## src/rtl/mkd_pkg.sv

```systemverilog
package mkd_pkg;

  // Symbol event codes on the result word
  localparam logic [1:0] EV_NONE = 2'd0;
  localparam logic [1:0] EV_DOT  = 2'd1;
  localparam logic [1:0] EV_DASH = 2'd2;

  // Register map, by word index
  localparam logic [1:0] REG_DOT_MIN = 2'd0;
  localparam logic [1:0] REG_DASH    = 2'd1;
  localparam logic [1:0] REG_GAP     = 2'd2;

  localparam logic [15:0] DOT_MIN_RESET = 16'd1875;
  localparam logic [15:0] DASH_RESET    = 16'd12500;
  localparam logic [15:0] GAP_RESET     = 16'd25000;

  // Character assembly
  localparam int unsigned MAX_SYMBOLS = 5;
  localparam logic [2:0] SYM_MAX      = 3'(MAX_SYMBOLS);
  localparam logic [2:0] SYM_SAT      = 3'(MAX_SYMBOLS + 1);
  localparam logic [3:0] W_DOT        = 4'd7;
  localparam logic [3:0] W_DASH       = 4'd10;
  localparam int unsigned NUM_CHARS   = 13;

  // Weighted sums of A,B,C,D,S,E,N,T,1,2,3,4,5
  localparam logic [7:0] CODE_SUMS [NUM_CHARS] = '{
    8'd27, 8'd73, 8'd82, 8'd45, 8'd42, 8'd7, 8'd24, 8'd10,
    8'd147, 8'd141, 8'd132, 8'd120, 8'd105
  };

  // Depth of the queue between front and back
  localparam int unsigned Q_DEPTH = 2;

  // Classified tick, passed from front to back
  typedef struct packed {
    logic dot;
    logic dash;
    logic gap;
  } mkd_evt_t;

  typedef struct packed {
    logic       found;
    logic [3:0] code;
  } mkd_match_t;

  // Look up a weighted sum; first match wins
  function automatic mkd_match_t mkd_lookup(input logic [7:0] sum);
    mkd_match_t m;
    m.found = 1'b0;
    m.code  = 4'd0;
    for (int i = 0; i < NUM_CHARS; i++) begin
      if (!m.found && CODE_SUMS[i] == sum) begin
        m.found = 1'b1;
        m.code  = 4'(i);
      end
    end
    return m;
  endfunction

endpackage

```

## src/rtl/mkd_if.sv

```systemverilog
// Key sample channel
interface mkd_in_if;
  logic valid;
  logic ready;
  logic key_down;

  modport source(output valid, output key_down, input ready);
  modport sink(input valid, input key_down, output ready);
endinterface

// Decoded result channel
interface mkd_out_if;
  logic       valid;
  logic       ready;
  logic [1:0] symbol_event;
  logic       char_valid;
  logic [3:0] char_code;
  logic       char_invalid;

  modport source(output valid, output symbol_event, output char_valid,
                 output char_code, output char_invalid, input ready);
  modport sink(input valid, input symbol_event, input char_valid,
               input char_code, input char_invalid, output ready);
endinterface

```

## src/rtl/mkd_front.sv

```systemverilog
module mkd_front import mkd_pkg::*; #(
  parameter int unsigned COUNT_BITS = 16
) (
  input  logic          clk,
  input  logic          rst_n,
  mkd_in_if.sink        in_ch,
  input  logic [15:0]   dot_min_ticks,
  input  logic [15:0]   dash_ticks,
  input  logic [15:0]   gap_ticks,
  input  logic          q_full,
  output logic          q_push,
  output mkd_evt_t      q_data
);

  localparam int unsigned CMP_W = (COUNT_BITS > 16) ? COUNT_BITS : 16;
  localparam logic [COUNT_BITS-1:0] CNT_MAX = '1;

  logic                  key_state_r, key_state_nxt;
  logic [COUNT_BITS-1:0] tick_r, tick_nxt;
  logic [COUNT_BITS-1:0] held_r, held_nxt;
  logic                  dash_rep_r, dash_rep_nxt;
  logic [COUNT_BITS-1:0] held_edge;
  logic [COUNT_BITS-1:0] tick_edge;
  logic                  dash_edge;
  logic                  dot_hit, dash_hit, gap_hit;

  assign in_ch.ready = !q_full;
  assign q_push      = in_ch.valid && !q_full;

  // Restart the counter on a key edge, else count up and saturate
  always_comb begin
    key_state_nxt = in_ch.key_down;
    if (in_ch.key_down != key_state_r) begin
      held_edge = key_state_r ? tick_r : '0;
      tick_edge = '0;
      dash_edge = 1'b0;
    end else begin
      held_edge = held_r;
      tick_edge = (tick_r == CNT_MAX) ? tick_r : tick_r + 1'b1;
      dash_edge = dash_rep_r;
    end
  end

  // Classify the tick: dot on release, dash once per press, gap ends character
  always_comb begin
    dot_hit  = (CMP_W'(held_edge) > CMP_W'(dot_min_ticks)) &&
               (CMP_W'(held_edge) < CMP_W'(dash_ticks)) && (tick_edge != CNT_MAX);
    dash_hit = key_state_nxt && (CMP_W'(tick_edge) >= CMP_W'(dash_ticks)) &&
               !(dash_edge && !dot_hit);
    gap_hit  = !key_state_nxt && (CMP_W'(tick_edge) >= CMP_W'(gap_ticks));

    tick_nxt     = tick_edge;
    held_nxt     = dot_hit ? '0 : held_edge;
    dash_rep_nxt = dot_hit ? 1'b0 : dash_edge;
    if (dash_hit) begin
      dash_rep_nxt = 1'b1;
    end
    if (gap_hit) begin
      dash_rep_nxt = 1'b0;
    end

    q_data.dot  = dot_hit;
    q_data.dash = dash_hit;
    q_data.gap  = gap_hit;
  end

  // Advance timing state on each accepted word
  always_ff @(posedge clk) begin
    if (!rst_n) begin
      key_state_r <= 1'b0;
      tick_r      <= '0;
      held_r      <= '0;
      dash_rep_r  <= 1'b0;
    end else if (q_push) begin
      key_state_r <= key_state_nxt;
      tick_r      <= tick_nxt;
      held_r      <= held_nxt;
      dash_rep_r  <= dash_rep_nxt;
    end
  end

  // A dash can only be pending while the key is down
  a_dash_needs_key: assert property (@(posedge clk) disable iff (!rst_n)
    dash_rep_r |-> key_state_r)
    else $error("dash flag set with key released");

  // A stored held length only lives through a release
  a_held_on_release: assert property (@(posedge clk) disable iff (!rst_n)
    (held_r != '0) |-> !key_state_r)
    else $error("held length kept while key pressed");

endmodule

```

## src/rtl/mkd_queue.sv

```systemverilog
module mkd_queue import mkd_pkg::*; (
  input  logic     clk,
  input  logic     rst_n,
  input  logic     push,
  input  mkd_evt_t push_data,
  output logic     full,
  input  logic     pop,
  output mkd_evt_t pop_data,
  output logic     empty
);

  localparam int unsigned PTR_W = $clog2(Q_DEPTH);
  localparam int unsigned CNT_W = $clog2(Q_DEPTH + 1);

  mkd_evt_t           mem_r [Q_DEPTH];
  logic [PTR_W-1:0]   wr_ptr_r;
  logic [PTR_W-1:0]   rd_ptr_r;
  logic [CNT_W-1:0]   count_r;

  assign full     = (count_r == CNT_W'(Q_DEPTH));
  assign empty    = (count_r == '0);
  assign pop_data = mem_r[rd_ptr_r];

  // Store incoming words
  always_ff @(posedge clk) begin
    if (push) begin
      mem_r[wr_ptr_r] <= push_data;
    end
  end

  // Track pointers and fill level
  always_ff @(posedge clk) begin
    if (!rst_n) begin
      wr_ptr_r <= '0;
      rd_ptr_r <= '0;
      count_r  <= '0;
    end else begin
      if (push) begin
        wr_ptr_r <= (wr_ptr_r == PTR_W'(Q_DEPTH - 1)) ? '0 : wr_ptr_r + 1'b1;
      end
      if (pop) begin
        rd_ptr_r <= (rd_ptr_r == PTR_W'(Q_DEPTH - 1)) ? '0 : rd_ptr_r + 1'b1;
      end
      if (push && !pop) begin
        count_r <= count_r + 1'b1;
      end else if (pop && !push) begin
        count_r <= count_r - 1'b1;
      end
    end
  end

  // Neither overrun nor underrun the buffer
  a_no_overflow: assert property (@(posedge clk) disable iff (!rst_n)
    !(full && push && !pop) && !(pop && empty))
    else $error("queue overrun or underrun");

endmodule

```

## src/rtl/mkd_back.sv

```systemverilog
module mkd_back import mkd_pkg::*; (
  input  logic     clk,
  input  logic     rst_n,
  input  logic     q_empty,
  input  mkd_evt_t q_data,
  output logic     q_pop,
  mkd_out_if.source out_ch
);

  logic [2:0] sym_cnt_r, sym_cnt_nxt;
  logic [7:0] sum_r, sum_nxt;
  logic       out_valid_r;
  logic [1:0] ev_r, ev_nxt;
  logic       cv_r, cv_nxt;
  logic [3:0] code_r, code_nxt;
  logic       inv_r, inv_nxt;

  logic [2:0]  cnt_a;
  logic [3:0]  weight;
  logic [6:0]  prod;
  logic [8:0]  sum_wide;
  logic [7:0]  sum_a;
  mkd_match_t  match;

  // Pop when the output register is free or being drained
  assign q_pop = !q_empty && (!out_valid_r || out_ch.ready);

  // Add the symbol, then close the character on a gap
  always_comb begin
    weight   = q_data.dash ? W_DASH : W_DOT;
    cnt_a    = sym_cnt_r;
    if ((q_data.dot || q_data.dash) && sym_cnt_r < SYM_SAT) begin
      cnt_a = sym_cnt_r + 1'b1;
    end
    prod     = (q_data.dot || q_data.dash) ? (7'(weight) * 7'(cnt_a)) : 7'd0;
    sum_wide = {1'b0, sum_r} + {2'b00, prod};
    sum_a    = sum_wide[8] ? 8'hFF : sum_wide[7:0];
    match    = mkd_lookup(sum_a);

    ev_nxt      = q_data.dash ? EV_DASH : (q_data.dot ? EV_DOT : EV_NONE);
    cv_nxt      = 1'b0;
    code_nxt    = 4'd0;
    inv_nxt     = 1'b0;
    sym_cnt_nxt = cnt_a;
    sum_nxt     = sum_a;
    if (q_data.gap && cnt_a != 3'd0) begin
      cv_nxt      = 1'b1;
      if (match.found && cnt_a <= SYM_MAX) begin
        code_nxt = match.code;
      end else begin
        inv_nxt  = 1'b1;
      end
      sym_cnt_nxt = 3'd0;
      sum_nxt     = 8'd0;
    end
  end

  // Hold character state and the result word
  always_ff @(posedge clk) begin
    if (!rst_n) begin
      sym_cnt_r   <= 3'd0;
      sum_r       <= 8'd0;
      out_valid_r <= 1'b0;
    end else begin
      if (q_pop) begin
        sym_cnt_r   <= sym_cnt_nxt;
        sum_r       <= sum_nxt;
        out_valid_r <= 1'b1;
      end else if (out_ch.ready) begin
        out_valid_r <= 1'b0;
      end
    end
  end

  always_ff @(posedge clk) begin
    if (q_pop) begin
      ev_r   <= ev_nxt;
      cv_r   <= cv_nxt;
      code_r <= code_nxt;
      inv_r  <= inv_nxt;
    end
  end

  assign out_ch.valid        = out_valid_r;
  assign out_ch.symbol_event = ev_r;
  assign out_ch.char_valid   = cv_r;
  assign out_ch.char_code    = code_r;
  assign out_ch.char_invalid = inv_r;

  // Symbol count never passes its saturation point
  a_cnt_sat: assert property (@(posedge clk) disable iff (!rst_n)
    sym_cnt_r <= SYM_SAT)
    else $error("symbol count above saturation");

  // An invalid or absent character carries code zero
  a_code_zero: assert property (@(posedge clk) disable iff (!rst_n)
    (out_valid_r && (inv_r || !cv_r)) |-> (code_r == 4'd0))
    else $error("char code set on invalid character");

  // Empty character state after a closed character
  a_cleared: assert property (@(posedge clk) disable iff (!rst_n)
    (q_pop && q_data.gap) |=> (sym_cnt_r == 3'd0 && sum_r == 8'd0))
    else $error("character state not cleared by gap");

endmodule

```

## src/rtl/morse_keying_decoder_top.sv

```systemverilog
// Morse keying decoder.
// in_ch carries one sampled key level (key_down) per word, one word per tick.
// out_ch returns exactly one word per input word, in order: symbol_event
// (none, dot, dash), and on a character end char_valid with char_code
// (A,B,C,D,S,E,N,T,1..5) or char_invalid.
// Timing thresholds dot_min_ticks, dash_ticks and gap_ticks sit at byte
// addresses 0, 4 and 8 of the cfg_ register port; write them while idle.
// An accepted word passes through the queue and then the result register.
// Throughput: one word per cycle while the receiver does not stall. The front
// timing unit classifies each word in the cycle it is accepted; the back unit
// takes it from the queue, updates the character and registers the result.
// A two-entry queue sits between front and back, and the result register
// holds a word while the receiver stalls; input is refused only once the
// queue fills. Reset clears the key timing, the character and both buffers
// and loads the threshold defaults; no warm-up is needed.
module morse_keying_decoder_top import mkd_pkg::*; #(
  parameter int unsigned COUNT_BITS = 16
) (
  input  logic        clk,
  input  logic        rst_n,
  mkd_in_if.sink      in_ch,
  mkd_out_if.source   out_ch,
  input  logic        cfg_psel,
  input  logic        cfg_penable,
  input  logic        cfg_pwrite,
  input  logic [3:0]  cfg_paddr,
  input  logic [31:0] cfg_pwdata,
  output logic [31:0] cfg_prdata,
  output logic        cfg_pready
);

  logic [15:0] dot_min_r;
  logic [15:0] dash_r;
  logic [15:0] gap_r;
  logic        cfg_wr;
  logic        q_push, q_full, q_pop, q_empty;
  mkd_evt_t    q_wdata, q_rdata;

  assign cfg_pready = 1'b1;
  assign cfg_wr     = cfg_psel && cfg_penable && cfg_pwrite;

  // Write threshold registers
  always_ff @(posedge clk) begin
    if (!rst_n) begin
      dot_min_r <= DOT_MIN_RESET;
      dash_r    <= DASH_RESET;
      gap_r     <= GAP_RESET;
    end else if (cfg_wr) begin
      unique case (cfg_paddr[3:2])
        REG_DOT_MIN: dot_min_r <= cfg_pwdata[15:0];
        REG_DASH:    dash_r    <= cfg_pwdata[15:0];
        REG_GAP:     gap_r     <= cfg_pwdata[15:0];
        default: ;
      endcase
    end
  end

  // Read back threshold registers
  always_comb begin
    unique case (cfg_paddr[3:2])
      REG_DOT_MIN: cfg_prdata = {16'd0, dot_min_r};
      REG_DASH:    cfg_prdata = {16'd0, dash_r};
      REG_GAP:     cfg_prdata = {16'd0, gap_r};
      default:     cfg_prdata = 32'd0;
    endcase
  end

  mkd_front #(
    .COUNT_BITS(COUNT_BITS)
  ) u_front (
    .clk          (clk),
    .rst_n        (rst_n),
    .in_ch        (in_ch),
    .dot_min_ticks(dot_min_r),
    .dash_ticks   (dash_r),
    .gap_ticks    (gap_r),
    .q_full       (q_full),
    .q_push       (q_push),
    .q_data       (q_wdata)
  );

  mkd_queue u_queue (
    .clk      (clk),
    .rst_n    (rst_n),
    .push     (q_push),
    .push_data(q_wdata),
    .full     (q_full),
    .pop      (q_pop),
    .pop_data (q_rdata),
    .empty    (q_empty)
  );

  mkd_back u_back (
    .clk    (clk),
    .rst_n  (rst_n),
    .q_empty(q_empty),
    .q_data (q_rdata),
    .q_pop  (q_pop),
    .out_ch (out_ch)
  );

endmodule
```

## src/flat_wrapper.sv

```systemverilog
// flat-port wrapper written by rule: the top's interface ports become plain ports
module morse_keying_decoder_top_flat import mkd_pkg::*;
#(
  parameter int unsigned COUNT_BITS = 16
)
  (clk, rst_n, cfg_psel, cfg_penable, cfg_pwrite, cfg_paddr, cfg_pwdata, cfg_prdata, cfg_pready, in_ch_valid, in_ch_key_down, in_ch_ready, out_ch_valid, out_ch_symbol_event, out_ch_char_valid, out_ch_char_code, out_ch_char_invalid, out_ch_ready);
  mkd_in_if in_ch_i ();
  mkd_out_if out_ch_i ();
  input  logic clk;
  input  logic rst_n;
  input  logic cfg_psel;
  input  logic cfg_penable;
  input  logic cfg_pwrite;
  input  logic [3:0] cfg_paddr;
  input  logic [31:0] cfg_pwdata;
  output logic [31:0] cfg_prdata;
  output logic cfg_pready;
  input wire logic [$bits(in_ch_i.valid)-1:0] in_ch_valid;
  input wire logic [$bits(in_ch_i.key_down)-1:0] in_ch_key_down;
  output wire logic [$bits(in_ch_i.ready)-1:0] in_ch_ready;
  output wire logic [$bits(out_ch_i.valid)-1:0] out_ch_valid;
  output wire logic [$bits(out_ch_i.symbol_event)-1:0] out_ch_symbol_event;
  output wire logic [$bits(out_ch_i.char_valid)-1:0] out_ch_char_valid;
  output wire logic [$bits(out_ch_i.char_code)-1:0] out_ch_char_code;
  output wire logic [$bits(out_ch_i.char_invalid)-1:0] out_ch_char_invalid;
  input wire logic [$bits(out_ch_i.ready)-1:0] out_ch_ready;
  assign in_ch_i.valid = in_ch_valid;
  assign in_ch_i.key_down = in_ch_key_down;
  assign in_ch_ready = in_ch_i.ready;
  assign out_ch_valid = out_ch_i.valid;
  assign out_ch_symbol_event = out_ch_i.symbol_event;
  assign out_ch_char_valid = out_ch_i.char_valid;
  assign out_ch_char_code = out_ch_i.char_code;
  assign out_ch_char_invalid = out_ch_i.char_invalid;
  assign out_ch_i.ready = out_ch_ready;
  morse_keying_decoder_top #(.COUNT_BITS(COUNT_BITS)) u_core (.clk(clk), .rst_n(rst_n), .in_ch(in_ch_i), .out_ch(out_ch_i), .cfg_psel(cfg_psel), .cfg_penable(cfg_penable), .cfg_pwrite(cfg_pwrite), .cfg_paddr(cfg_paddr), .cfg_pwdata(cfg_pwdata), .cfg_prdata(cfg_prdata), .cfg_pready(cfg_pready));
endmodule
```

## config.mk

```make
export PLATFORM = sky130hd
export DESIGN_NAME = morse_keying_decoder_top_flat
export DESIGN_NICKNAME = d
export VERILOG_FILES = /design/src/rtl/mkd_pkg.sv /design/src/rtl/mkd_if.sv /design/src/rtl/mkd_front.sv /design/src/rtl/mkd_queue.sv /design/src/rtl/mkd_back.sv /design/src/rtl/morse_keying_decoder_top.sv /design/src/flat_wrapper.sv
export SDC_FILE = /design/constraint.sdc
export NUM_CORES = 1
export LEC_CHECK = 0
export BUFFER_PORTS_ARGS = -buffer_cell sky130_fd_sc_hd__buf_2
export CAP_MARGIN = 20
export CELL_PAD_IN_SITES_DETAIL_PLACEMENT = 1
export CELL_PAD_IN_SITES_GLOBAL_PLACEMENT = 1
export CORE_MARGIN = 4
export CORE_UTILIZATION = 45
export CTS_BUF_LIST = sky130_fd_sc_hd__clkbuf_2
export DETAILED_ROUTE_END_ITERATION = 8
export GPL_TIMING_DRIVEN = 1
export PLACE_DENSITY_LB_ADDON = 0.08
export SLEW_MARGIN = 20
export SYNTH_ARGS = -nofsm -noshare
export SYNTH_HDL_FRONTEND = slang
export SYNTH_SLANG_ARGS = --single-unit
```

## constraint.sdc

```tcl
create_clock -name clk -period 11.4 [get_ports clk]
set_input_delay 2.28 -clock clk [delete_from_list [all_inputs] [get_ports clk]]
set_output_delay 2.28 -clock clk [all_outputs]
set_load 0.01 [all_outputs]
```

==> metrics.txt, run 1 <==
# TYPE chip_impl_metric gauge
chip_impl_info{name="status",value="finished clean"} 1
chip_impl_metric{name="post_cts.repair.setup_buffers",unit=""} 0
chip_impl_metric{name="rows",unit=""} 48
chip_impl_metric{name="clk-insertion-delay-late",unit="ns"} 0.70
chip_impl_metric{name="routed_via_density",unit=""} 5.78
chip_impl_metric{name="share_of_layout_cells_above_drive_strength_1",unit="%"} 12.4
chip_impl_metric{name="synth-edff-count",unit=""} 14
chip_impl_metric{name="detailroute.via_count",unit=""} 7211
chip_impl_metric{name="length_in_cells_of_the_worst_reg_to_reg_path",unit=""} 21
chip_impl_metric{name="grt_max_degree",unit=""} 86
chip_impl_metric{name="switching_share",unit="%"} 39.5
chip_impl_metric{name="cp_data_arrival_time",unit="ns"} 7.25
chip_impl_metric{name="post_synth_inst_count",unit=""} 985
chip_impl_metric{name="ys_warn_count",unit=""} 0
chip_impl_metric{name="drc",unit=""} 0
chip_impl_metric{name="finish.net_count",unit=""} 1132
chip_impl_metric{name="yosys.cell_types.count",unit=""} 75
chip_impl_metric{name="first_global_vias",unit=""} 7348
chip_impl_metric{name="maxCapViolCount",unit=""} 0
chip_impl_info{name="crit_type",value="flip-flop to flip-flop"} 1
chip_impl_metric{name="postLayoutCoreUtil",unit="%"} 49.8
chip_impl_metric{name="fp.dieArea",unit="mm2"} 0.0203
chip_impl_metric{name="layout-area-overhead-vs-synth",unit="%"} 7.32
chip_impl_metric{name="post-route-period-util",unit="%"} 58.6
chip_impl_metric{name="floorplan.core_area",unit="mm2"} 0.0175
chip_impl_metric{name="drv_slew",unit=""} 0
chip_impl_metric{name="cts_repair_resize_count",unit=""} 0
chip_impl_metric{name="report.final.hold_viol_count",unit=""} 0
chip_impl_info{name="layout_commonest_cell",value="nand2_1"} 1
chip_impl_metric{name="synth-seq-cells",unit=""} 113
chip_impl_metric{name="gp_congestion",unit=""} 0.869
chip_impl_metric{name="worst_pin_slew",unit="ns"} 0.989
chip_impl_metric{name="wl_per_cell",unit="um"} 19.2
chip_impl_metric{name="irDropWorstVdd",unit="uV"} 95.6
chip_impl_metric{name="crit_fanout",unit=""} 13
chip_impl_info{name="clockRootBuffer",value="clkbuf_2"} 1
chip_impl_metric{name="syn-mean-instance-area",unit="um2"} 8.24
chip_impl_metric{name="cts.path.max_buffers",unit=""} 2
chip_impl_metric{name="tritoncts.num_buffers",unit=""} 17
chip_impl_metric{name="timing.final.setup_violations",unit=""} 0
chip_impl_metric{name="place.detailed.hpwl",unit="um"} 17800
chip_impl_metric{name="path_clk_slew",unit="ns"} 0.19
chip_impl_metric{name="io_buffer_count",unit=""} 51
chip_impl_info{name="synthTopCellsByArea",value="dfxtp_1, ha_1, nand2_1, edfxtp_1, a21boi_0"} 1
chip_impl_metric{name="seq_power_share",unit="%"} 38.1
chip_impl_metric{name="gr-total-overflow",unit=""} 0
chip_impl_metric{name="detailedRoute.firstIterationViolations",unit=""} 318
chip_impl_metric{name="sequential_element_share_of_the_synthesized_area",unit="%"} 29.6
chip_impl_metric{name="holdBufCountCts",unit=""} 0
chip_impl_info{name="grt_setup_unrepaired",value="false"} 1
chip_impl_metric{name="critical_path_required",unit="ns"} 11.97
chip_impl_metric{name="slew-limit-headroom",unit="%"} 33.8
chip_impl_metric{name="drt_wl_total",unit="um"} 23900
chip_impl_metric{name="top_level_ports",unit=""} 87
chip_impl_info{name="worst_reg2reg_endpoint",value="u_core.u_back.out_ch.char_invalid"} 1
chip_impl_metric{name="floorplan.initialDensity",unit="%"} 46.4
chip_impl_info{name="synth_ff_type",value="dfxtp_1"} 1
chip_impl_info{name="worst_setup_path_start_kind",value="flip-flop"} 1
chip_impl_metric{name="power_switching",unit="W"} 0.000481
chip_impl_info{name="clock_tree_from_tritoncts",value="built"} 1
chip_impl_metric{name="mappedNetlistArea",unit="mm2"} 0.00812
chip_impl_metric{name="yosys.area.top_type_share",unit="%"} 24.4
chip_impl_metric{name="setup_tns",unit="ns"} 0
chip_impl_metric{name="fp.dieH",unit="um"} 142
chip_impl_metric{name="grt_first_pass_wirelength",unit="um"} 38700
chip_impl_metric{name="hold_path_depth",unit=""} 1
chip_impl_metric{name="regToRegSetupSlack",unit="ns"} 4.72
chip_impl_info{name="layout.cells.most_common_list",value="nand2_1, dfxtp_1, ha_1, inv_1, buf_2"} 1
chip_impl_metric{name="pwr_density_cell",unit="mW/mm2"} 140
chip_impl_metric{name="static-leakage-power",unit="nW"} 3.61
chip_impl_metric{name="power.combinational.fraction",unit="%"} 35.7
chip_impl_metric{name="p_total",unit="W"} 0.00122
chip_impl_info{name="synth_largest_area_cell",value="dfxtp_1"} 1
chip_impl_metric{name="internal_power",unit="W"} 0.000738
chip_impl_info{name="worstHoldStart",value="u_core.u_front.held_r[6]"} 1
chip_impl_metric{name="postPlaceCellArea",unit="mm2"} 0.00843
chip_impl_metric{name="final.setup_skew",unit="ns"} 0.0259
chip_impl_metric{name="timing.fmax",unit="GHz"} 0.150
chip_impl_info{name="timing.critical_path.to_type",value="flip-flop"} 1
chip_impl_metric{name="detail-route-antenna-nets",unit=""} 0
chip_impl_metric{name="final.fill_count",unit=""} 2165
chip_impl_metric{name="antenna_violations_before_repair",unit=""} 1
chip_impl_metric{name="drt-pass1-iter-count",unit=""} 4
chip_impl_metric{name="die_width",unit="um"} 142
chip_impl_metric{name="final_design_area_no_fill",unit="mm2"} 0.00871
chip_impl_metric{name="grt_use_total",unit="%"} 24.0
chip_impl_metric{name="share_of_power_burned_in_the_clock_network",unit="%"} 26.2
chip_impl_info{name="hold_removal_path_class",value="flip-flop to flip-flop"} 1
chip_impl_metric{name="asyncSetResetFlopFracSynth",unit="%"} 0
chip_impl_info{name="min_to",value="u_core.u_front.held_r[6]"} 1
chip_impl_metric{name="clock-sinks",unit=""} 113
chip_impl_metric{name="clock_tree.htree_level_count",unit=""} 4
chip_impl_metric{name="finalWorstPathRequiredPeriod",unit="ns"} 6.68
-- final cells by class --
cell class / instances / area (um2) / share of cell area, %
Multi-Input combinational cell: 760 / 5230 / 60.0
Sequential cell: 113 / 2400 / 27.6
Timing Repair Buffer: 57 / 300 / 3.45
Tap cell: 225 / 282 / 3.23
Inverter: 59 / 221 / 2.54
Clock inverter: 14 / 188 / 2.15
Clock buffer: 17 / 85.1 / 0.977
Antenna cell: 2 / 5.00 / 0.0574
-- worst max-delay path: stages, from the launching register on --
cell and delay, ns:
dfxtp_1 0.45, mux2i_1 0.52, clkinv_1 0.38, or2_2 0.44
nand2_1 0.13, mux2i_1 0.51, xnor2_1 0.15, ha_1 0.35
ha_1 0.31, a21o_1 0.17, a21oi_1 0.24, xnor2_1 0.16
o22ai_1 0.13, ha_1 0.46, o211ai_1 0.17, a21oi_1 0.11
a2111oi_0 0.70, nor2_1 0.30, and4_1 0.25, a211oi_1 0.30
nand4_1 0.17, a21boi_1 0.16
-- cell usage after synthesis, types with 4 or more instances --
| master | instances |
|---|---|
| nand2_1 | 166 |
| dfxtp_1 | 99 |
| ha_1 | 78 |
| inv_1 | 56 |
| a21boi_0 | 46 |
| a21oi_1 | 43 |
| o21ai_0 | 41 |
| clkbuf_1 | 40 |
| nor2_1 | 38 |
| mux2i_1 | 22 |
| o211ai_1 | 22 |
| nor3_1 | 21 |
| buf_4 | 17 |
| and2_1 | 16 |
| nand3_1 | 16 |
| nand4_1 | 16 |
| nor2b_1 | 16 |
| a211oi_1 | 15 |
| a22o_1 | 15 |
| a32o_1 | 15 |
| edfxtp_1 | 14 |
| a21o_1 | 12 |
| mux2_2 | 11 |
| nand2b_1 | 11 |
| xnor2_1 | 10 |
| buf_2 | 8 |
| xor2_1 | 8 |
| a31oi_1 | 7 |
| or2_2 | 6 |
| or3_1 | 6 |
| and3_1 | 5 |
| and4_1 | 5 |
| nor4_1 | 5 |
| o211a_1 | 5 |
| a2111oi_0 | 4 |
| nor3b_1 | 4 |
-- how the worst max path moves through the flow --
stage / from / end / slack, ns / depth (start not counted)
after floorplan: cfg_paddr[2] / cfg_prdata[10] / 5.57 / 4
after global placement: flip-flop / u_core.u_back.out_ch.char_invalid / 5.10 / 23
after detailed placement: flip-flop / u_core.u_back.out_ch.char_invalid / 4.89 / 23
after CTS: flip-flop / u_core.u_back.out_ch.char_invalid / 4.80 / 23
after global routing: flip-flop / u_core.u_back.out_ch.char_invalid / 4.11 / 21
final: flip-flop / u_core.u_back.out_ch.char_invalid / 4.72 / 21
-- cells by family after synthesis --
kind of cell / after synthesis / share of synthesized area [%]
compound gates: 262 / 23.4
xor+xnor: 18 / 1.94
fa+ha+maj: 80 / 12.5
simple gates: 350 / 21.3
mux: 33 / 4.24
other cells: 2 / 0.0925
buf+inv: 127 / 6.97
flops: 113 / 29.6
-- registers in the layout, summed over array words and instances, names as in the netlist, named ones only --
signal                             count
u_core.u_front.tick_r                 16
u_core.gap_r                          16
u_core.u_front.key_state_r             1
u_core.u_back.sym_cnt_r                3
u_core.u_queue.rd_ptr_r                1
u_core.u_queue.wr_ptr_r                1
u_core.u_back.sum_r                    8
u_core.u_front.held_r                 16
u_core.u_queue.count_r                 2
u_core.u_back.out_ch.char_valid        1
u_core.u_back.out_ch.char_invalid      1
u_core.dash_r                         16
u_core.u_front.dash_rep_r              1
u_core.u_queue.mem_r                   6
u_core.dot_min_r                      16
u_core.u_back.out_ch.char_code         4
u_core.u_back.out_ch.valid             1
u_core.u_back.out_ch.symbol_event      2
-- power by group through the flow --
| stage | sequential, W | combinational (W) | clock (W) |
|---|---|---|---|
| after floorplan | 0.000478 | 0.000310 | 0 |
| after global placement | 0.000473 | 0.000425 | 0 |
| after detailed placement | 0.000474 | 0.000429 | 0 |
| after CTS | 0.000465 | 0.000433 | 0.000325 |
| after global routing | 0.000469 | 0.000488 | 0.000341 |
| final | 0.000465 | 0.000435 | 0.000319 |
-- layer usage --
| layer | vias to the layer above | share of wire (%) | global-route usage [%] | wire [um] |
|---|---|---|---|---|
| li1 | 3589 | - | - | - |
| met4 | 0 | 1.5 | 6.05 | 349 |
| met1 | 3465 | 45 | 29.9 | 10800 |
| met3 | 22 | 3.1 | 3.73 | 731 |
| met2 | 135 | 50 | 43.4 | 12100 |
| met5 | - | 0 | 0 | 0 |
-- per-stage QoR --
step / worst slack, ns / hold WS (ns) / std cells
CTS: 4.80 / 0.494 / 1245
global route: 4.11 / 0.524 / 1247
finish: 4.72 / 0.494 / 1247
floorplan: 5.57 / 0.443 / 1000
detailed placement: 4.89 / 0.458 / 1214
global placement: 5.10 / 0.448 / 1214
(Power assumes the default switching activity.)
==> inputs of run 2 (changes only) <==
--- a/config.mk
+++ b/config.mk
@@ -5,12 +5,13 @@
 export SDC_FILE = /design/constraint.sdc
 export NUM_CORES = 1
 export LEC_CHECK = 0
+export ABC_AREA = 1
 export BUFFER_PORTS_ARGS = -buffer_cell sky130_fd_sc_hd__buf_2
 export CAP_MARGIN = 20
 export CELL_PAD_IN_SITES_DETAIL_PLACEMENT = 1
 export CELL_PAD_IN_SITES_GLOBAL_PLACEMENT = 1
 export CORE_MARGIN = 4
-export CORE_UTILIZATION = 45
+export CORE_UTILIZATION = 44
 export CTS_BUF_LIST = sky130_fd_sc_hd__clkbuf_2
 export DETAILED_ROUTE_END_ITERATION = 8
 export GPL_TIMING_DRIVEN = 1
==> constraint.sdc (replaced) <==
create_clock -name clk -period 6.25 [get_ports clk]
set_input_delay 1.25 -clock clk [delete_from_list [all_inputs] [get_ports clk]]
set_output_delay 1.25 -clock clk [all_outputs]
set_load 0.01 [all_outputs]
==> run 2 against run 1 <==
Die area is 1.5% lower. Clock power is 64% higher. Clock-buffer cell count unchanged. Design area down 3.6%. Sequential share of layout area is 1.0 points higher. Clock skew is 0.020 ns higher. Global-route usage shrank 0.53 points. Non-clock buffer count unchanged. Hold slack got worse by 0.020 ns. Worst setup slack lost 4.0 ns. Combinational power increased to 5.2 times the previous value. Wire length fell by 4.3%.
==> metrics.txt, run 2 <==
# TYPE chip_impl_metric gauge
chip_impl_info{name="layout_commonest_cell",value="nand2_1"} 1
chip_impl_metric{name="share_of_layout_cells_above_drive_strength_1",unit="%"} 12.5
chip_impl_metric{name="layout-area-overhead-vs-synth",unit="%"} 7.51
chip_impl_metric{name="path_clk_slew",unit="ns"} 0.21
chip_impl_metric{name="met3WireLength",unit="um"} 465
chip_impl_metric{name="detail_route.wirelength.met1",unit="um"} 9930
chip_impl_metric{name="worst_pin_slew",unit="ns"} 0.966
chip_impl_info{name="worst_reg2reg_endpoint",value="u_core.u_back.out_ch.char_code[3]"} 1
chip_impl_info{name="clockRootBuffer",value="clkbuf_2"} 1
chip_impl_metric{name="syn-mean-instance-area",unit="um2"} 7.16
chip_impl_metric{name="fp.dieH",unit="um"} 141
chip_impl_metric{name="timing.final.setup_violations",unit=""} 0
chip_impl_metric{name="tritoncts.num_buffers",unit=""} 17
chip_impl_metric{name="die_width",unit="um"} 141
chip_impl_metric{name="floorplan.core_area",unit="mm2"} 0.0174
chip_impl_info{name="worstHoldStart",value="u_core.u_queue.rd_ptr_r"} 1
chip_impl_info{name="grt_setup_unrepaired",value="false"} 1
chip_impl_metric{name="post_route_insts_no_fill",unit=""} 1370
chip_impl_metric{name="post_synth_inst_count",unit=""} 1091
chip_impl_info{name="synth.most_common_cell",value="nand2_1"} 1
chip_impl_info{name="status",value="finished clean"} 1
chip_impl_info{name="critPathSlowestCell",value="fa_1"} 1
chip_impl_metric{name="final.fill_count",unit=""} 2301
chip_impl_metric{name="mappedNetlistArea",unit="mm2"} 0.00781
chip_impl_info{name="crit_family",value="simple AND/OR/NAND/NOR gates"} 1
chip_impl_metric{name="antenna_violations_before_repair",unit=""} 1
chip_impl_metric{name="yosys.area.top_type_share",unit="%"} 25.4
chip_impl_metric{name="routed_via_density",unit=""} 5.29
chip_impl_info{name="layout.cells.most_common_list",value="nand2_1, inv_1, a21oi_1, dfxtp_1, o21ai_0"} 1
chip_impl_metric{name="timing.critical_path.slowest_cell_delay",unit="ns"} 0.49
chip_impl_info{name="worst_setup_path_start_kind",value="flip-flop"} 1
chip_impl_metric{name="clock-sinks",unit=""} 113
chip_impl_metric{name="clk-insertion-delay-late",unit="ns"} 0.74
chip_impl_metric{name="sequential_element_share_of_the_synthesized_area",unit="%"} 30.8
chip_impl_metric{name="slew-limit-headroom",unit="%"} 35.5
chip_impl_metric{name="wl_per_cell",unit="um"} 16.7
chip_impl_metric{name="timing.hold.ws",unit="ns"} 0.473
chip_impl_metric{name="crit_fanout",unit=""} 7
chip_impl_metric{name="ys_warn_count",unit=""} 0
chip_impl_metric{name="top_level_ports",unit=""} 87
chip_impl_info{name="crit_type",value="flip-flop to flip-flop"} 1
chip_impl_info{name="synth_largest_area_cell",value="dfxtp_1"} 1
chip_impl_metric{name="hold_path_depth",unit=""} 1
chip_impl_metric{name="place.detailed.instances",unit=""} 1337
chip_impl_info{name="crit_top_cell",value="nand2_1"} 1
chip_impl_metric{name="detailedRoute.firstIterationViolations",unit=""} 249
chip_impl_info{name="clock_tree_from_tritoncts",value="built"} 1
chip_impl_info{name="hold_removal_path_class",value="flip-flop to flip-flop"} 1
chip_impl_info{name="timing.critical_path.to_type",value="flip-flop"} 1
chip_impl_metric{name="cp_data_arrival_time",unit="ns"} 6.13
chip_impl_metric{name="io_buffer_count",unit=""} 51
chip_impl_metric{name="critical_path_required",unit="ns"} 6.85
chip_impl_metric{name="yosys.cell_types.count",unit=""} 49
chip_impl_metric{name="regToRegSetupSlack",unit="ns"} 0.71
chip_impl_metric{name="critical_path.n_buffers_inverters",unit=""} 4
chip_impl_metric{name="static-leakage-power",unit="nW"} 3.99
chip_impl_metric{name="finalWorstPathRequiredPeriod",unit="ns"} 5.54
chip_impl_metric{name="length_in_cells_of_the_worst_reg_to_reg_path",unit=""} 26
chip_impl_metric{name="detailroute.via_count",unit=""} 7241
chip_impl_metric{name="fp.dieArea",unit="mm2"} 0.0199
chip_impl_metric{name="drt_wl_total",unit="um"} 22900
chip_impl_metric{name="met2WireLength",unit="um"} 11900
chip_impl_metric{name="setup_tns",unit="ns"} 0
chip_impl_metric{name="drc",unit=""} 0
chip_impl_metric{name="asyncSetResetFlopFracSynth",unit="%"} 0
chip_impl_metric{name="place.detailed.hpwl",unit="um"} 17200
chip_impl_metric{name="clock_tree.htree_level_count",unit=""} 4
chip_impl_metric{name="cts.path.max_buffers",unit=""} 2
chip_impl_info{name="synthTopCellsByArea",value="dfxtp_1, ha_1, nand2_1, inv_1, a21oi_1"} 1
chip_impl_metric{name="holdBufCountCts",unit=""} 0
chip_impl_metric{name="regArea",unit="mm2"} 0.00240
chip_impl_metric{name="multi_input_area",unit="mm2"} 0.00454
chip_impl_metric{name="grt_max_degree",unit=""} 78
chip_impl_metric{name="rows",unit=""} 48
chip_impl_metric{name="synth-edff-count",unit=""} 14
chip_impl_metric{name="timing.fmax",unit="GHz"} 0.181
chip_impl_metric{name="synth-seq-cells",unit=""} 113
chip_impl_metric{name="pwr_density_cell",unit="mW/mm2"} 440
chip_impl_metric{name="first_global_vias",unit=""} 7439
chip_impl_metric{name="finish.net_count",unit=""} 1255
chip_impl_metric{name="maxCapViolCount",unit=""} 0
chip_impl_metric{name="post-route-period-util",unit="%"} 88.6
chip_impl_info{name="list_of_most_frequent_post_synthesis_cells",value="nand2_1, inv_1, a21oi_1, dfxtp_1, o21ai_0"} 1
chip_impl_metric{name="gp_congestion",unit=""} 0.822
chip_impl_info{name="synth_ff_type",value="dfxtp_1"} 1
chip_impl_metric{name="drv_slew",unit=""} 0
chip_impl_metric{name="report.final.hold_viol_count",unit=""} 0
chip_impl_metric{name="grt_use_total",unit="%"} 23.5
chip_impl_metric{name="drt-pass1-iter-count",unit=""} 6
chip_impl_metric{name="final.setup_skew",unit="ns"} 0.0455
chip_impl_metric{name="grt_first_pass_wirelength",unit="um"} 37400
chip_impl_metric{name="irDropWorstVdd",unit="uV"} 436
chip_impl_metric{name="floorplan.initialDensity",unit="%"} 45.0
chip_impl_info{name="maxUsedRoutingLayer",value="met4"} 1
chip_impl_metric{name="detail-route-antenna-nets",unit=""} 0
chip_impl_metric{name="gr-total-overflow",unit=""} 0
==> run 2: per-stage QoR <==
stage	worst slack [ns]	cell area [um2]	power, W	utilization, %
after floorplan	1.64	7870	0.00264	-
after global placement	0.822	8150	0.00317	47.0
after detailed placement	0.723	8150	0.00322	47.0
after CTS	0.654	8390	0.00375	48.3
after global routing	0.0233	8400	0.00413	48.4
final	0.714	8400	0.00370	48.4
==> run 2: metal layers <==
| layer | track usage (%) | vias to the layer above |
|---|---|---|
| met2 | 43.5 | 76 |
| met1 | 27.3 | 3428 |
| met5 | 0 | - |
| li1 | - | 3698 |
| met3 | 3.83 | 39 |
| met4 | 7.85 | 0 |
==> run 2: cell type report <==
| class | instances | area share, % |
|---|---|---|
| clock inverter | 15 | 1.86 |
| inverter | 168 | 7.51 |
| tap | 225 | 3.35 |
| timing repair buffer | 57 | 3.58 |
| multi-input combinational | 774 | 54.1 |
| sequential | 113 | 28.6 |
| clock buffer | 17 | 1.01 |
| antenna | 1 | 0.0298 |
==> run 2: cells by family (layout without fill, tap and decap cells) <==
logic type      count (synthesis)  count (layout)  share of synthesized area [%]
compound gates                260             260                           19.3
xor+xnor                       13              13                           1.46
fa+ha+maj                      80              80                           13.0
buf+inv                       219             257                           11.9
flops                         113             113                           30.8
mux                             2               2                          0.272
other cells                     2              18                         0.0961
simple gates                  402             402                           23.1
==> run 2: worst register-to-register path, cell delays in order, from the launching register on <==
cell	delay (ns)
dfxtp_1	0.46
mux2i_1	0.26
nand2_1	0.14
inv_1	0.19
a21oi_1	0.12
or2_2	0.29
nand2_1	0.08
inv_1	0.11
nand2_1	0.11
xor2_1	0.17
ha_1	0.25
ha_1	0.23
fa_1	0.49
inv_1	0.04
nor2_1	0.10
ha_1	0.29
a21oi_1	0.22
nand2_1	0.11
a21oi_2	0.31
nand3_1	0.26
nor2_1	0.25
nand2_1	0.10
nor3_1	0.39
inv_1	0.11
nand3_1	0.12
nand3_1	0.10
nor2_1	0.12
==> run 2: worst max-delay path by stage <==
stage	from	endpoint	slack [ns]	cells after the start
4_1_cts	flip-flop	u_core.u_back.out_ch.char_code[3]	0.65	27
5_1_grt	flip-flop	u_core.u_back.out_ch.char_code[2]	0.02	33
6_report	flip-flop	u_core.u_back.out_ch.char_code[3]	0.71	26
2_1_floorplan	u_core.u_queue.mem_r[0][1]	u_core.u_back.out_ch.char_invalid	1.64	29
3_5_place_dp	u_core.u_queue.mem_r[0][1]	u_core.u_back.out_ch.char_code[3]	0.72	26
3_3_place_gp	u_core.u_queue.mem_r[0][1]	u_core.u_back.out_ch.char_invalid	0.82	25
==> run 2: repair_timing <==
| action | 4_1_cts | 5_1_grt |
|---|---|---|
| endpoints found under the setup margin | 0 | 2 |
| setup buffers | 0 | 0 |
| gates resized for setup | 0 | 1 |
==> run 2: power breakdown <==
group	internal [W]	switching (W)
combinational	0.000709	0.00154
sequential	0.000859	0.0000655
clock	0.000188	0.000334
==> inputs of run 3 (changes only) <==
--- a/config.mk
+++ b/config.mk
@@ -15,7 +15,7 @@
 export CTS_BUF_LIST = sky130_fd_sc_hd__clkbuf_2
 export DETAILED_ROUTE_END_ITERATION = 8
 export GPL_TIMING_DRIVEN = 1
-export PLACE_DENSITY_LB_ADDON = 0.08
+export PLACE_DENSITY_LB_ADDON = 0.1
 export SLEW_MARGIN = 20
 export SYNTH_ARGS = -nofsm -noshare
 export SYNTH_HDL_FRONTEND = slang
==> run 3 against run 2 <==
Critical path depth rose by 11. Global-route usage barely moved. Sequential power barely moved. Worst setup slack improved by 0.016 ns. Wire length rose by 0.43%. Sequential share of layout area barely moved. Hold slack got worse by 0.0065 ns. Register-to-register slack improved by 0.02 ns. Clock-buffer cell count did not move. Core utilization rose by 0.079 points. Largest cell class unchanged.
==> metrics.txt, run 3 (synthesis results as in run 2) <==
# TYPE chip_impl_metric gauge
chip_impl_info{name="status",value="finished clean"} 1
chip_impl_metric{name="postPlaceCellArea",unit="mm2"} 0.00815
chip_impl_metric{name="drt-pass1-iter-count",unit=""} 5
chip_impl_metric{name="final_design_area_no_fill",unit="mm2"} 0.00841
chip_impl_metric{name="floorplan.core_area",unit="mm2"} 0.0174
chip_impl_metric{name="detailroute.via_count",unit=""} 7289
chip_impl_info{name="grt_setup_unrepaired",value="false"} 1
chip_impl_metric{name="grt_first_pass_wirelength",unit="um"} 37500
chip_impl_metric{name="share_of_layout_cells_above_drive_strength_1",unit="%"} 12.6
chip_impl_metric{name="internal_power",unit="W"} 0.00177
chip_impl_metric{name="power.combinational.fraction",unit="%"} 61.7
chip_impl_metric{name="finalWorstPathRequiredPeriod",unit="ns"} 5.52
chip_impl_metric{name="critical_path_required",unit="ns"} 6.75
chip_impl_metric{name="gr-total-overflow",unit=""} 0
chip_impl_metric{name="cp_data_arrival_time",unit="ns"} 6.02
chip_impl_metric{name="gp_congestion",unit=""} 0.803
chip_impl_metric{name="post_cts.repair.setup_buffers",unit=""} 0
chip_impl_metric{name="grt_use_total",unit="%"} 23.5
chip_impl_metric{name="fp.dieArea",unit="mm2"} 0.0199
chip_impl_info{name="layout.cells.most_common_list",value="nand2_1, inv_1, a21oi_1, dfxtp_1, o21ai_0"} 1
chip_impl_metric{name="tritoncts.num_buffers",unit=""} 17
chip_impl_metric{name="drt_wl_total",unit="um"} 23000
chip_impl_metric{name="drc",unit=""} 0
chip_impl_metric{name="clock-sinks",unit=""} 113
chip_impl_metric{name="switching_share",unit="%"} 53.3
chip_impl_metric{name="grt_max_degree",unit=""} 78
chip_impl_metric{name="finish.net_count",unit=""} 1255
chip_impl_metric{name="report.final.hold_viol_count",unit=""} 0
chip_impl_metric{name="final.setup_skew",unit="ns"} 0.0451
chip_impl_metric{name="power_switching",unit="W"} 0.00202
chip_impl_metric{name="setup_tns",unit="ns"} 0
chip_impl_metric{name="die_width",unit="um"} 141
chip_impl_info{name="crit_top_cell",value="nor2_1"} 1
chip_impl_metric{name="rows",unit=""} 48
chip_impl_metric{name="detail-route-antenna-nets",unit=""} 0
chip_impl_metric{name="first_global_vias",unit=""} 7451
chip_impl_metric{name="post-route-period-util",unit="%"} 88.3
chip_impl_metric{name="postLayoutCoreUtil",unit="%"} 48.5
chip_impl_info{name="clock_tree_from_tritoncts",value="built"} 1
chip_impl_metric{name="crit_fanout",unit=""} 5
chip_impl_info{name="critPathSlowestCell",value="edfxtp_1"} 1
chip_impl_info{name="layout_commonest_cell",value="nand2_1"} 1
chip_impl_metric{name="io_buffer_count",unit=""} 51
chip_impl_metric{name="static-leakage-power",unit="nW"} 3.99
chip_impl_info{name="worst_setup_path_start_kind",value="flip-flop"} 1
chip_impl_metric{name="share_of_power_burned_in_the_clock_network",unit="%"} 13.8
chip_impl_metric{name="maxCapViolCount",unit=""} 0
chip_impl_info{name="hold_removal_path_class",value="flip-flop to flip-flop"} 1
chip_impl_metric{name="cts.path.max_buffers",unit=""} 2
chip_impl_metric{name="floorplan.initialDensity",unit="%"} 45.0
chip_impl_metric{name="place.detailed.hpwl",unit="um"} 17300
chip_impl_metric{name="top_level_ports",unit=""} 87
chip_impl_metric{name="final.fill_count",unit=""} 2315
chip_impl_metric{name="slew-limit-headroom",unit="%"} 31.2
chip_impl_metric{name="irDropWorstVdd",unit="uV"} 399
chip_impl_metric{name="clk-insertion-delay-late",unit="ns"} 0.73
chip_impl_metric{name="pwr_density_cell",unit="mW/mm2"} 450
chip_impl_metric{name="timing.hold.ws",unit="ns"} 0.467
chip_impl_metric{name="fp.dieH",unit="um"} 141
chip_impl_metric{name="path_clk_slew",unit="ns"} 0.20
chip_impl_metric{name="critical_path.n_buffers_inverters",unit=""} 4
chip_impl_metric{name="timing.final.setup_violations",unit=""} 0
chip_impl_metric{name="routed_via_density",unit=""} 5.32
chip_impl_metric{name="detailedRoute.firstIterationViolations",unit=""} 256
chip_impl_info{name="clockRootBuffer",value="clkbuf_2"} 1
chip_impl_metric{name="timing.fmax",unit="GHz"} 0.181
chip_impl_info{name="crit_type",value="flip-flop to flip-flop"} 1
chip_impl_info{name="crit_family",value="simple AND/OR/NAND/NOR gates"} 1
chip_impl_metric{name="drv_slew",unit=""} 0
chip_impl_metric{name="layout-area-overhead-vs-synth",unit="%"} 7.69
chip_impl_info{name="timing.critical_path.to_type",value="flip-flop"} 1
chip_impl_metric{name="antenna_violations_before_repair",unit=""} 1
chip_impl_metric{name="wl_per_cell",unit="um"} 16.8
chip_impl_metric{name="timing.critical_path.slowest_cell_delay",unit="ns"} 0.41
chip_impl_metric{name="holdBufCountCts",unit=""} 0
chip_impl_metric{name="worst_pin_slew",unit="ns"} 1.03
chip_impl_metric{name="clock_tree.htree_level_count",unit=""} 4
chip_impl_metric{name="seq_power_share",unit="%"} 24.4
## run 3: path summary, 6_finish.rpt
kind	from	slack, ns	cells after the start	to
max	u_core.u_queue.mem_r[0][1]	0.73	37	u_core.u_back.out_ch.char_code[3]
min	u_core.u_queue.rd_ptr_r	0.47	1	flip-flop
max reg2reg	u_core.u_queue.mem_r[0][1]	0.73	37	u_core.u_back.out_ch.char_code[3]
min reg2reg	u_core.u_queue.rd_ptr_r	0.47	1	flip-flop
## run 3: power by group through the flow
stage	sequential, W	clock (W)	combinational, W
after floorplan	0.000939	0	0.00170
after global placement	0.000936	0	0.00223
after detailed placement	0.000940	0	0.00230
after CTS	0.000925	0.000539	0.00232
after global routing	0.000937	0.000568	0.00268
final	0.000924	0.000524	0.00234
## run 3: final cells by class
cell class                      instances  area [um2]  share of cell area (%)
Antenna cell                            1        2.50                  0.0297
Clock buffer                           17        85.1                    1.01
Clock inverter                         15         155                    1.84
Inverter                              168         631                    7.50
Multi-Input combinational cell        774        4550                    54.1
Sequential cell                       113        2400                    28.6
Tap cell                              225         282                    3.35
Timing Repair Buffer                   57         300                    3.57
## run 3: per-stage QoR
step / worst slack [ns] / total power, W / cells
global route: 0.00515 / 0.00418 / 1370
floorplan: 1.64 / 0.00264 / 1106
global placement: 0.834 / 0.00316 / 1337
detailed placement: 0.659 / 0.00324 / 1337
finish: 0.729 / 0.00378 / 1370
CTS: 0.637 / 0.00378 / 1369
## run 3: routing by layer
layer	wire, um	vias up	share of wire [%]	global-route usage (%)
met2	12200	69	53	44.6
met1	10100	3491	44	27.4
met4	310	0	1.3	5.92
met3	390	21	1.7	3.53
li1	-	3708	-	-
met5	0	-	0	0
## run 3: timing repair
action	CTS	global route
endpoints found under the setup margin	0	5
resized for setup	0	4
endpoints found under the hold margin	0	0
